**src/sv/drz_pkg.sv**
```systemverilog
// Shared constants, types and helper functions for the depth reprojection z-buffer.
package drz_pkg;

    localparam int IMG_WIDTH_DEF  = 640;
    localparam int IMG_HEIGHT_DEF = 480;

    localparam int REQ_W     = 2;
    localparam int ROW_W     = 9;
    localparam int COL_W     = 10;
    localparam int DEPTH_W   = 16;
    localparam int CFG_W     = 64;
    localparam int CFG_IDX_W = 3;

    localparam int MUL_A_W = 48;
    localparam int MUL_B_W = 33;
    localparam int DIV_N_W = 64;
    localparam int DIV_D_W = 32;

    typedef enum logic [REQ_W-1:0] {
        REQ_PROJECT = 2'd0,
        REQ_READ    = 2'd1,
        REQ_CLEAR   = 2'd2,
        REQ_NOP     = 2'd3
    } t_req;

    localparam logic [CFG_IDX_W-1:0] CFG_DEPTH_CENTER = 3'd0;
    localparam logic [CFG_IDX_W-1:0] CFG_DEPTH_FOCAL  = 3'd1;
    localparam logic [CFG_IDX_W-1:0] CFG_COLOR_CENTER = 3'd2;
    localparam logic [CFG_IDX_W-1:0] CFG_COLOR_FOCAL  = 3'd3;
    localparam logic [CFG_IDX_W-1:0] CFG_ROTATION     = 3'd4;
    localparam logic [CFG_IDX_W-1:0] CFG_TRANSLATION  = 3'd5;

    localparam logic [CFG_W-1:0] RST_CENTER      = 64'h0;
    localparam logic [CFG_W-1:0] RST_FOCAL       = 64'h0001_0000_0001_0000;
    localparam logic [CFG_W-1:0] RST_ROTATION    = 64'h4000_0000_0000_0000;
    localparam logic [CFG_W-1:0] RST_TRANSLATION = 64'h0;

    // arithmetic steps of a project transaction, in issue order
    typedef enum logic [3:0] {
        STP_DX = 4'd0,
        STP_DY = 4'd1,
        STP_QX = 4'd2,
        STP_QY = 4'd3,
        STP_UC = 4'd4,
        STP_VS = 4'd5,
        STP_VC = 4'd6,
        STP_US = 4'd7,
        STP_MX = 4'd8,
        STP_MY = 4'd9,
        STP_CX = 4'd10,
        STP_CY = 4'd11,
        STP_RX = 4'd12,
        STP_RY = 4'd13
    } t_step;

    localparam logic signed [49:0] SAT_POS = 50'sh7FFF_FFFF_FFFF;

    function automatic logic signed [47:0] sat47(input logic signed [49:0] v);
        logic signed [49:0] r;
        if (v > SAT_POS) begin
            r = SAT_POS;
        end else if (v < -SAT_POS) begin
            r = -SAT_POS;
        end else begin
            r = v;
        end
        return r[47:0];
    endfunction

    function automatic logic [47:0] mag48(input logic signed [47:0] v);
        logic signed [47:0] n;
        n = -v;
        return v[47] ? n : v;
    endfunction

    function automatic logic [32:0] mag32(input logic signed [31:0] v);
        logic signed [32:0] w;
        w = 33'(v);
        return w[32] ? 33'(-w) : 33'(w);
    endfunction

endpackage

```
**src/sv/drz_div.sv**
```systemverilog
// Restoring divider, one quotient bit per cycle.
module drz_div (
    input  logic                         i_clk,
    input  logic                         i_rst_n,
    input  logic                         i_start,
    input  logic [drz_pkg::DIV_N_W-1:0]  i_num,
    input  logic [drz_pkg::DIV_D_W-1:0]  i_den,
    output logic                         o_done,
    output logic [drz_pkg::DIV_N_W-1:0]  o_quo
);
    localparam int N_W   = drz_pkg::DIV_N_W;
    localparam int D_W   = drz_pkg::DIV_D_W;
    localparam int CNT_W = $clog2(N_W);

    logic             r_busy;
    logic             r_done;
    logic [CNT_W-1:0] r_cnt;
    logic [D_W-1:0]   r_rem;
    logic [D_W-1:0]   r_den;
    logic [N_W-1:0]   r_dq;
    logic [D_W:0]     trial;
    logic [D_W:0]     diff;
    logic             ge;

    assign trial = {r_rem, r_dq[N_W-1]};
    assign diff  = trial - {1'b0, r_den};
    assign ge    = trial >= {1'b0, r_den};

    always_ff @(posedge i_clk) begin
        if (!i_rst_n) begin
            r_busy <= 1'b0;
            r_done <= 1'b0;
            r_cnt  <= '0;
        end else begin
            r_done <= 1'b0;
            if (i_start) begin
                r_busy <= 1'b1;
                r_cnt  <= '0;
            end else if (r_busy) begin
                r_cnt <= r_cnt + 1'b1;
                if (r_cnt == CNT_W'(N_W - 1)) begin
                    r_busy <= 1'b0;
                    r_done <= 1'b1;
                end
            end
        end
    end

    // dividend shifts out the top while quotient bits enter at the bottom
    always_ff @(posedge i_clk) begin
        if (i_start) begin
            r_rem <= '0;
            r_den <= i_den;
            r_dq  <= i_num;
        end else if (r_busy) begin
            r_rem <= ge ? diff[D_W-1:0] : trial[D_W-1:0];
            r_dq  <= {r_dq[N_W-2:0], ge};
        end
    end

    assign o_done = r_done;
    assign o_quo  = r_dq;
endmodule

```
**config.mk**
```make
export PLATFORM = sky130hd
export DESIGN_NAME = drz_div
export DESIGN_NICKNAME = d
export VERILOG_FILES = /design/src/sv/drz_pkg.sv /design/src/sv/drz_div.sv
export SDC_FILE = /design/constraint.sdc
export NUM_CORES = 1
export LEC_CHECK = 0
export BUFFER_PORTS_ARGS = -buffer_cell sky130_fd_sc_hd__buf_4
export CAP_MARGIN = 0
export CORE_UTILIZATION = 55
export CTS_CLUSTER_SIZE = 40
export DETAILED_ROUTE_END_ITERATION = 12
export GPL_ROUTABILITY_DRIVEN = 0
export PLACE_DENSITY = 0.85
export SLEW_MARGIN = 30
export SYNTH_ARGS = -nofsm -noshare
export SYNTH_HDL_FRONTEND = slang
export SYNTH_SLANG_ARGS = --single-unit
```
**constraint.sdc**
```tcl
create_clock -name i_clk -period 3.6 [get_ports i_clk]
set_input_delay 0.72 -clock i_clk [delete_from_list [all_inputs] [get_ports i_clk]]
set_output_delay 0.72 -clock i_clk [all_outputs]
set_load 0.02 [all_outputs]
```
==> results_dict.tcl <==
set metrics [dict create \
    synth_edf_count 96 \
    numCtsBuffers 17 \
    wl_um 19950 \
    worst-path-buf-inv 2 \
    fp-row-count 42 \
    layout_commonest_cell "buf_4" \
    relSlewSlack_pct 41.50 \
    criticalPathCategory "reg2reg" \
    drive_above_1_share_pct 33.11 \
    setup_violations 0 \
    yosys.area.top_type_share_pct 37.52 \
    crit_chain "inv_1 -> ha_1 -> nor2b_1 -> o21ba_2 -> o211ai_2 -> nand3_1 -> and3_4 -> o21ai_4 -> buf_4 -> nand3_1 -> a311oi_1" \
    vdd_drop_max_mv 0.3981 \
    area_growth_pct 24.52 \
    cap_violations 0 \
    critPathArrivalTime_ps 3390 \
    cts_root_buf "clkbuf_16" \
    sequential_cell_area_um2 3684 \
    crit_path_top_delay_cell "o21ai_4" \
    fin_crit_sh_pct 85.06 \
    core-area_um2 13450 \
    yosysSeqAreaShare_pct 47.94 \
    finalSetupTns_ps 0 \
    final_antenna_net_count 0 \
    p_leak_nw 3.943 \
    ctsResizeCount 0 \
    drv_slew 0 \
    cp.required_ps 3930 \
    worst_pin_slew_ps 874.3 \
    synthTopCellsByArea "edfxtp_1 38%, dfxtp_1 10%, mux2_2 9.4%" \
    fill_cells 990 \
    start_kind "register" \
    cts_tree "built" \
    yosys_warnings 0 \
    ios 164 \
    grt_usage_pct 28.59 \
    nNetsFinal 999 \
    synth_flop_cell "edfxtp_1" \
    io_buffers 163 \
    grt_pass1_vias 6296 \
    cp_max_fo 18 \
    htreeDepth 4 \
    max_stage_delay_ps 460 \
    avgViaCountPerCell 5.919 \
    layout_min_cycle_time_ps 3062 \
    remaining_drc_errors 0 \
    fmax_mhz 326.6 \
    powerDensity_nw_per_um2 490.4 \
    clock_path_buffers 2 \
    crit_family "compound AO/OA/AOI/OAI gates" \
    ys_types 73 \
    num_vias 6245 \
    cts_post_setup_buffers_inserted 0 \
    yosysTopAreaCell "edfxtp_1" \
    hold_viol 0 \
    synth_area_um2 7684 \
    clkTransAtPathRegs_ps 60 \
    die_h_um 120.2 \
    yosys_register_bits 136 \
    syn_inst 717 \
    dr.first_iter.drc_count 535 \
    antenna_cells 0 \
    wl_per_cell_um 18.91 \
    async_reset_ff_share_pct 0 \
    start_util_pct 57.11 \
    hp-class "in2reg" \
    syn_nets 850 \
    skew_ps 13.44 \
    grt_max_degree 53 \
    cts.sinks 136 \
    mostFrequentLayoutCells "172 x buf_4, 96 x edfxtp_1, 64 x mux2_2, 55 x nor2_1, 43 x nand2_1" \
    insertion_delay_ps 430 \
    rsz0062_at_grt "no" \
    grt_overflow_total 0 \
    antenna_found_initial 0 \
    grt_pass1_wl_um 31740 \
    holdBufCountCts 0 \
    dieArea_um2 14450 \
    path_common_cell "nand3_1" \
    drtPass1Iterations 6 \
    dpl.hpwl_um 13960 \
    fin_total_pwr_mw 4.692 \
    run_status "finished clean" \
    endpoint_kind "register" \
    multiInputGateArea_um2 3623 \
    syn_area_per_cell_um2 10.72 \
    die_width_um 120.2 \
]
worst reg2reg max path: stages (launching register included):
cell and delay [ps]:
edfxtp_1 420, inv_1 80, ha_1 250, nor2b_1 160, o21ba_2 230, o211ai_2 240, nand3_1 170, and3_4 220
o21ai_4 460, buf_4 330, nand3_1 120, a311oi_1 280
cells in the mapped netlist, drive strengths merged, types with 3 or more instances:
master / instances
nor2b: 4
nor4: 4
o31ai: 4
mux2i: 4
inv: 42
o21ai: 43
a2111oi: 3
mux2: 64
nor3: 9
edfxtp: 96
nor2: 56
ha: 33
nand2b: 4
o21bai: 7
o21a: 7
o211ai: 4
a21boi: 6
a211oi: 5
or2: 4
nand4: 15
and3: 5
and2: 3
xnor2: 16
clkbuf: 23
nand3: 31
a31oi: 4
or3: 5
dfxtp: 40
a21o: 12
xor2: 12
a41oi: 4
a21oi: 36
o22ai: 5
a311oi: 21
buf: 20
nand2: 44
routing by layer:
layer | vias up | share of wire, % | track usage, %
met5 | - | 0 | 0
met4 | 0 | 2.4 | 10.55
met3 | 39 | 8.9 | 10.05
met2 | 307 | 48 | 47.13
met1 | 2930 | 40 | 34.37
li1 | 2969 | - | -
final timing paths:
| check | from | to | slack (ps) | cells past startpoint |
|---|---|---|---|---|
| setup reg to reg | r_den[1] | r_rem[23] | 540 | 11 |
| hold / removal | i_den[22] | r_den[22] | 460 | 1 |
| setup / recovery | r_den[1] | r_rem[23] | 540 | 11 |
| hold reg to reg | r_rem[22] | r_rem[22] | 500 | 2 |
metrics by stage:
stage / instance area [µm²] / setup slack (ps) / hold slack (ps) / instances / utilization, %
after floorplan: 7684 / 970.4 / 444.7 / 717 / -
after global placement: 8996 / 684.9 / 469.6 / 1023 / 66.87
after detailed placement: 8996 / 638.1 / 484.7 / 1023 / 66.87
after CTS: 9568 / 547.9 / 452.9 / 1055 / 71.12
after global routing: 9568 / 292.3 / 452.5 / 1055 / 71.12
final: 9568 / 537.8 / 462.3 / 1055 / 71.12
layout make-up:
type                    count  share of cell area, %
well taps                 176                  2.302
clock buffers              21                  4.708
multi-input cells         496                  37.87
repair buffers            173                  13.70
flip-flops and latches    136                  38.50
inverters                  42                  1.648
clock inverters            11                  1.268
cell families after synthesis:
group	share of synthesized area, %
fa+ha+maj	5.634
xor+xnor	3.192
buf+inv	4.934
flops	47.94
compound gates	16.33
simple gates	12.07
mux	9.901
power breakdown:
part	internal [mW]	switching, mW	leakage [nW]	total [mW]
Sequential	1.84	0.0860	1.28	1.92
Clock	1.04	0.672	0.279	1.71
Combinational	0.463	0.595	2.38	1.06
state kept, by name, summed over array words and instances, names as in the netlist:
signal,flops
o_quo,64
r_den,32
r_rem,32
r_cnt,6
o_done,1
r_busy,1
Note: power is estimated with default switching activity, not from simulation.
