<file path="config.mk">
export PLATFORM = sky130hd
export DESIGN_NAME = drz_mul
export DESIGN_NICKNAME = d
export VERILOG_FILES = /design/src/sv/drz_pkg.sv /design/src/sv/drz_mul.sv
export SDC_FILE = /design/constraint.sdc
export NUM_CORES = 1
export LEC_CHECK = 0
export BUFFER_PORTS_ARGS = -buffer_cell sky130_fd_sc_hd__clkbuf_2
export CORE_MARGIN = 5
export CORE_UTILIZATION = 54
export CTS_CLUSTER_SIZE = 14
export DETAILED_ROUTE_END_ITERATION = 8
export HOLD_SLACK_MARGIN = 0.06
export PLACE_DENSITY_LB_ADDON = 0.2
export SLEW_MARGIN = 20
export SYNTH_ARGS = -nofsm -noshare
export SYNTH_HDL_FRONTEND = slang
export SYNTH_SLANG_ARGS = --single-unit
</file>
<file path="constraint.sdc">
create_clock -name i_clk -period 5.6 [get_ports i_clk]
set_input_delay 0.84 -clock i_clk [delete_from_list [all_inputs] [get_ports i_clk]]
set_output_delay 0.84 -clock i_clk [all_outputs]
set_load 0.01 [all_outputs]
</file>
<file path="src/sv/drz_pkg.sv">
// Shared constants, types and helper functions for the depth reprojection z-buffer.
package drz_pkg;

    localparam int IMG_WIDTH_DEF  = 640;
    localparam int IMG_HEIGHT_DEF = 480;

    localparam int REQ_W     = 2;
    localparam int ROW_W     = 9;
    localparam int COL_W     = 10;
    localparam int DEPTH_W   = 16;
    localparam int CFG_W     = 64;
    localparam int CFG_IDX_W = 3;

    localparam int MUL_A_W = 48;
    localparam int MUL_B_W = 33;
    localparam int DIV_N_W = 64;
    localparam int DIV_D_W = 32;

    typedef enum logic [REQ_W-1:0] {
        REQ_PROJECT = 2'd0,
        REQ_READ    = 2'd1,
        REQ_CLEAR   = 2'd2,
        REQ_NOP     = 2'd3
    } t_req;

    localparam logic [CFG_IDX_W-1:0] CFG_DEPTH_CENTER = 3'd0;
    localparam logic [CFG_IDX_W-1:0] CFG_DEPTH_FOCAL  = 3'd1;
    localparam logic [CFG_IDX_W-1:0] CFG_COLOR_CENTER = 3'd2;
    localparam logic [CFG_IDX_W-1:0] CFG_COLOR_FOCAL  = 3'd3;
    localparam logic [CFG_IDX_W-1:0] CFG_ROTATION     = 3'd4;
    localparam logic [CFG_IDX_W-1:0] CFG_TRANSLATION  = 3'd5;

    localparam logic [CFG_W-1:0] RST_CENTER      = 64'h0;
    localparam logic [CFG_W-1:0] RST_FOCAL       = 64'h0001_0000_0001_0000;
    localparam logic [CFG_W-1:0] RST_ROTATION    = 64'h4000_0000_0000_0000;
    localparam logic [CFG_W-1:0] RST_TRANSLATION = 64'h0;

    // arithmetic steps of a project transaction, in issue order
    typedef enum logic [3:0] {
        STP_DX = 4'd0,
        STP_DY = 4'd1,
        STP_QX = 4'd2,
        STP_QY = 4'd3,
        STP_UC = 4'd4,
        STP_VS = 4'd5,
        STP_VC = 4'd6,
        STP_US = 4'd7,
        STP_MX = 4'd8,
        STP_MY = 4'd9,
        STP_CX = 4'd10,
        STP_CY = 4'd11,
        STP_RX = 4'd12,
        STP_RY = 4'd13
    } t_step;

    localparam logic signed [49:0] SAT_POS = 50'sh7FFF_FFFF_FFFF;

    function automatic logic signed [47:0] sat47(input logic signed [49:0] v);
        logic signed [49:0] r;
        if (v > SAT_POS) begin
            r = SAT_POS;
        end else if (v < -SAT_POS) begin
            r = -SAT_POS;
        end else begin
            r = v;
        end
        return r[47:0];
    endfunction

    function automatic logic [47:0] mag48(input logic signed [47:0] v);
        logic signed [47:0] n;
        n = -v;
        return v[47] ? n : v;
    endfunction

    function automatic logic [32:0] mag32(input logic signed [31:0] v);
        logic signed [32:0] w;
        w = 33'(v);
        return w[32] ? 33'(-w) : 33'(w);
    endfunction

endpackage

</file>
<file path="src/sv/drz_mul.sv">
// Bit-serial shift-and-add multiplier, one multiplier bit per cycle.
module drz_mul (
    input  logic                                            i_clk,
    input  logic                                            i_rst_n,
    input  logic                                            i_start,
    input  logic [drz_pkg::MUL_A_W-1:0]                     i_a,
    input  logic [drz_pkg::MUL_B_W-1:0]                     i_b,
    output logic                                            o_done,
    output logic [drz_pkg::MUL_A_W+drz_pkg::MUL_B_W-1:0]    o_prod
);
    localparam int A_W   = drz_pkg::MUL_A_W;
    localparam int B_W   = drz_pkg::MUL_B_W;
    localparam int P_W   = A_W + B_W;
    localparam int CNT_W = $clog2(B_W);

    logic             r_busy;
    logic             r_done;
    logic [CNT_W-1:0] r_cnt;
    logic [A_W-1:0]   r_a;
    logic [P_W-1:0]   r_p;
    logic [A_W:0]     sum;

    // upper half accumulates, lower half shifts the multiplier out
    assign sum = {1'b0, r_p[P_W-1:B_W]} + (r_p[0] ? {1'b0, r_a} : '0);

    always_ff @(posedge i_clk) begin
        if (!i_rst_n) begin
            r_busy <= 1'b0;
            r_done <= 1'b0;
            r_cnt  <= '0;
        end else begin
            r_done <= 1'b0;
            if (i_start) begin
                r_busy <= 1'b1;
                r_cnt  <= '0;
            end else if (r_busy) begin
                r_cnt <= r_cnt + 1'b1;
                if (r_cnt == CNT_W'(B_W - 1)) begin
                    r_busy <= 1'b0;
                    r_done <= 1'b1;
                end
            end
        end
    end

    always_ff @(posedge i_clk) begin
        if (i_start) begin
            r_a <= i_a;
            r_p <= {{A_W{1'b0}}, i_b};
        end else if (r_busy) begin
            r_p <= {sum, r_p[B_W-1:1]};
        end
    end

    assign o_done = r_done;
    assign o_prod = r_p;
endmodule

</file>
==> impl_metrics.env <==
export IMPL_slew_viol_final=0
export IMPL_final_util_pct=65.0
export IMPL_cts_buffer_depth=2
export IMPL_layout_nets=1072
export IMPL_diodes=0
export IMPL_critPathKind="reg2reg"
export IMPL_fmax_mhz=266
export IMPL_clock_latency_ns=0.43
export IMPL_postCtsSetupRepairBufs=0
export IMPL_vias=6384
export IMPL_dr_pass1_iters=5
export IMPL_drt_met1_wl_um=8710
export IMPL_die_w_um=131
export IMPL_cap_violations=0
export IMPL_grt_setup_unrepaired="no"
export IMPL_setup_viol=0
export IMPL_wl_um=19300
export IMPL_startpoint_type="flip-flop"
export IMPL_design_core_area_um2=14500
export IMPL_grt_pass1_wl_um=31700
export IMPL_grt_pass1_vias=6451
export IMPL_synth_nets=927
export IMPL_initial_core_util_pct=54.8
export IMPL_synth_top_area_share_pct=30.6
export IMPL_place_congestion=0.932
export IMPL_synthFlopType="edfxtp_1"
export IMPL_crit_path_end_kind="flip-flop"
export IMPL_ctsHoldBuffers=0
export IMPL_fp_row_count=44
export IMPL_cts_made_buffers=17
export IMPL_ys_warnings_count=0
export IMPL_antenna_found_initial=0
export IMPL_skew_ns=0.0135
export IMPL_power_density_nw_per_um2=305
export IMPL_io_pins=166
export IMPL_post_route_period_util_pct=67.1
export IMPL_drive_above_1_share_pct=26.6
export IMPL_synth_area_per_cell_um2=10.0
export IMPL_grt_max_degree=70
export IMPL_cts_sinks=137
export IMPL_port_buffers=165
export IMPL_antenna_left=0
export IMPL_synth_largest_area_cell="edfxtp_1"
export IMPL_async_reset_ff_share_pct=0
export IMPL_synth_area_leaders="edfxtp_1, dfxtp_1, ha_1"
export IMPL_multi_input_area_um2=4140
export IMPL_synth_edf_count=81
export IMPL_nFillCells=1203
export IMPL_crit_fanout=26
export IMPL_hold_viol=0
export IMPL_route_met2_wl_um=8860
export IMPL_die_h_um=131
export IMPL_grt_use_total_pct=22.2
export IMPL_synthCells=792
export IMPL_gr_total_overflow=0
export IMPL_synth_area_um2=7940
export IMPL_dp_hpwl_um=14100
export IMPL_area_growth_pct=18.6
export IMPL_cts_tree="built"
export IMPL_final_area_um2=9420
export IMPL_synth_seq_cells=137
export IMPL_seqCellArea_um2=3550
export IMPL_design_die_area_um2=17200
export IMPL_dr_max_layer_used="met4"
export IMPL_ir_worst_vdd_mv=0.227
export IMPL_critPathRequiredTime_ns=5.87
export IMPL_worstPathArrival_ns=4.03
export IMPL_hold_slack_ns=0.472
export IMPL_wire_per_inst_um=17.0
export IMPL_rr_worst_depth=12
export IMPL_whs_path_depth=2
export IMPL_outcome="finished, final reports clean"
export IMPL_tightest_slew_ns=1.10
export IMPL_avgViaCountPerCell=5.63
export IMPL_clockRootBuffer="clkbuf_16"
export IMPL_hold_path_class="reg2reg"
export IMPL_clk_pin_slew_ns=0.06
export IMPL_dr_wl_met3_um=1480
export IMPL_slew_headroom_pct=26.7
export IMPL_yosysSeqAreaShare_pct=44.8
export IMPL_placedInstanceArea_um2=8850
export IMPL_yosysUniqueCellTypes=63
export IMPL_fin_crit_ns=3.76
export IMPL_initialDrtViolationCount=421
export IMPL_leakagePower_nw=4.07
export IMPL_cts_resized=0
export IMPL_htreeDepth=4
export IMPL_fin_tns_setup_ns=0
export IMPL_drc=0
[sequential cells by signal (all words and copies together) (netlist names)]
register  cells
o_done        1
o_prod       81
r_cnt         6
r_busy        1
r_a          48
[metrics by stage]
| stage | std cells | total power [mW] | worst slack [ns] |
|---|---|---|---|
| 6_report | 1134 | 2.87 | 1.84 |
| 5_1_grt | 1134 | 3.00 | 1.55 |
| 4_1_cts | 1134 | 2.88 | 1.87 |
| 3_5_place_dp | 1102 | 1.80 | 1.91 |
| 3_3_place_gp | 1102 | 1.79 | 1.99 |
| 2_1_floorplan | 792 | 1.61 | 2.45 |
[placed cells by master, fill, tap and decap left out, types with 33 or more instances in the layout]
master,synthesis,final
dfxtp_1,56,55
clkbuf_2,0,164
nand2_1,62,62
nor2_1,64,64
ha_1,50,50
o21ai_0,33,33
and2_1,50,50
a21oi_1,54,54
edfxtp_1,81,81
mux2_2,33,33
[final cells by class]
cell class | instances | area share, %
clock buffer | 18 | 4.56
multi-input combinational | 595 | 44.0
inverter | 16 | 0.638
sequential | 137 | 37.7
timing repair buffer | 170 | 9.19
tap | 184 | 2.44
clock inverter | 14 | 1.42
[routing by layer]
metal	global-route usage, %	vias to the layer above
met3	7.34	20
met1	29.1	2994
met5	0	-
met2	34.8	192
li1	-	3178
met4	7.49	0
[Yosys cell counts, types with 5 or more instances]
master	number
o31ai_1	5
nand4_1	21
and3_1	8
a31oi_1	10
mux2_2	33
a211oi_1	9
a21o_1	28
edfxtp_1	81
inv_1	16
o21bai_1	9
dfxtp_1	56
xor2_1	16
nor2_1	64
nor3_1	11
o21ai_1	11
buf_2	8
nand3_1	16
o21ai_0	33
nand2_1	62
ha_1	50
clkbuf_1	33
xnor2_1	28
mux2i_1	19
and2_1	50
a21oi_1	54
[critical path, cell delays in order (launching register included)]
cell	delay, ns
edfxtp_1	0.78
buf_4	0.37
and2_1	0.16
ha_1	0.30
a21oi_1	0.31
o21ai_0	0.20
nor2b_1	0.17
o32a_1	0.39
a21o_1	0.20
o21ai_1	0.30
nor4_1	0.08
a41oi_1	0.21
o211ai_1	0.11
[where the power goes]
group	switching (mW)	internal (mW)
combinational	0.323	0.236
sequential	0.0575	1.16
clock	0.467	0.622
total	0.848	2.02
[final timing paths]
path	start	to	slack [ns]
min	o_prod[70]	o_prod[70]	0.47
min reg2reg	o_prod[70]	o_prod[70]	0.47
max	o_prod[0]	o_prod[78]	1.84
max reg2reg	o_prod[0]	o_prod[78]	1.84
[kinds of logic (layout without fill, tap and decap cells)]
group,after synthesis,after routing,share of synthesized area (%)
adder cells (fa/ha/maj),51,51,8.13
AO/OA/AOI/OAI,194,194,16.2
AND/OR/NAND/NOR,254,254,15.9
flip-flops,137,137,44.8
buffers and inverters,60,218,3.06
multiplexers,52,52,7.08
XOR/XNOR,44,44,4.85
Power figures use the tool's default switching activity.
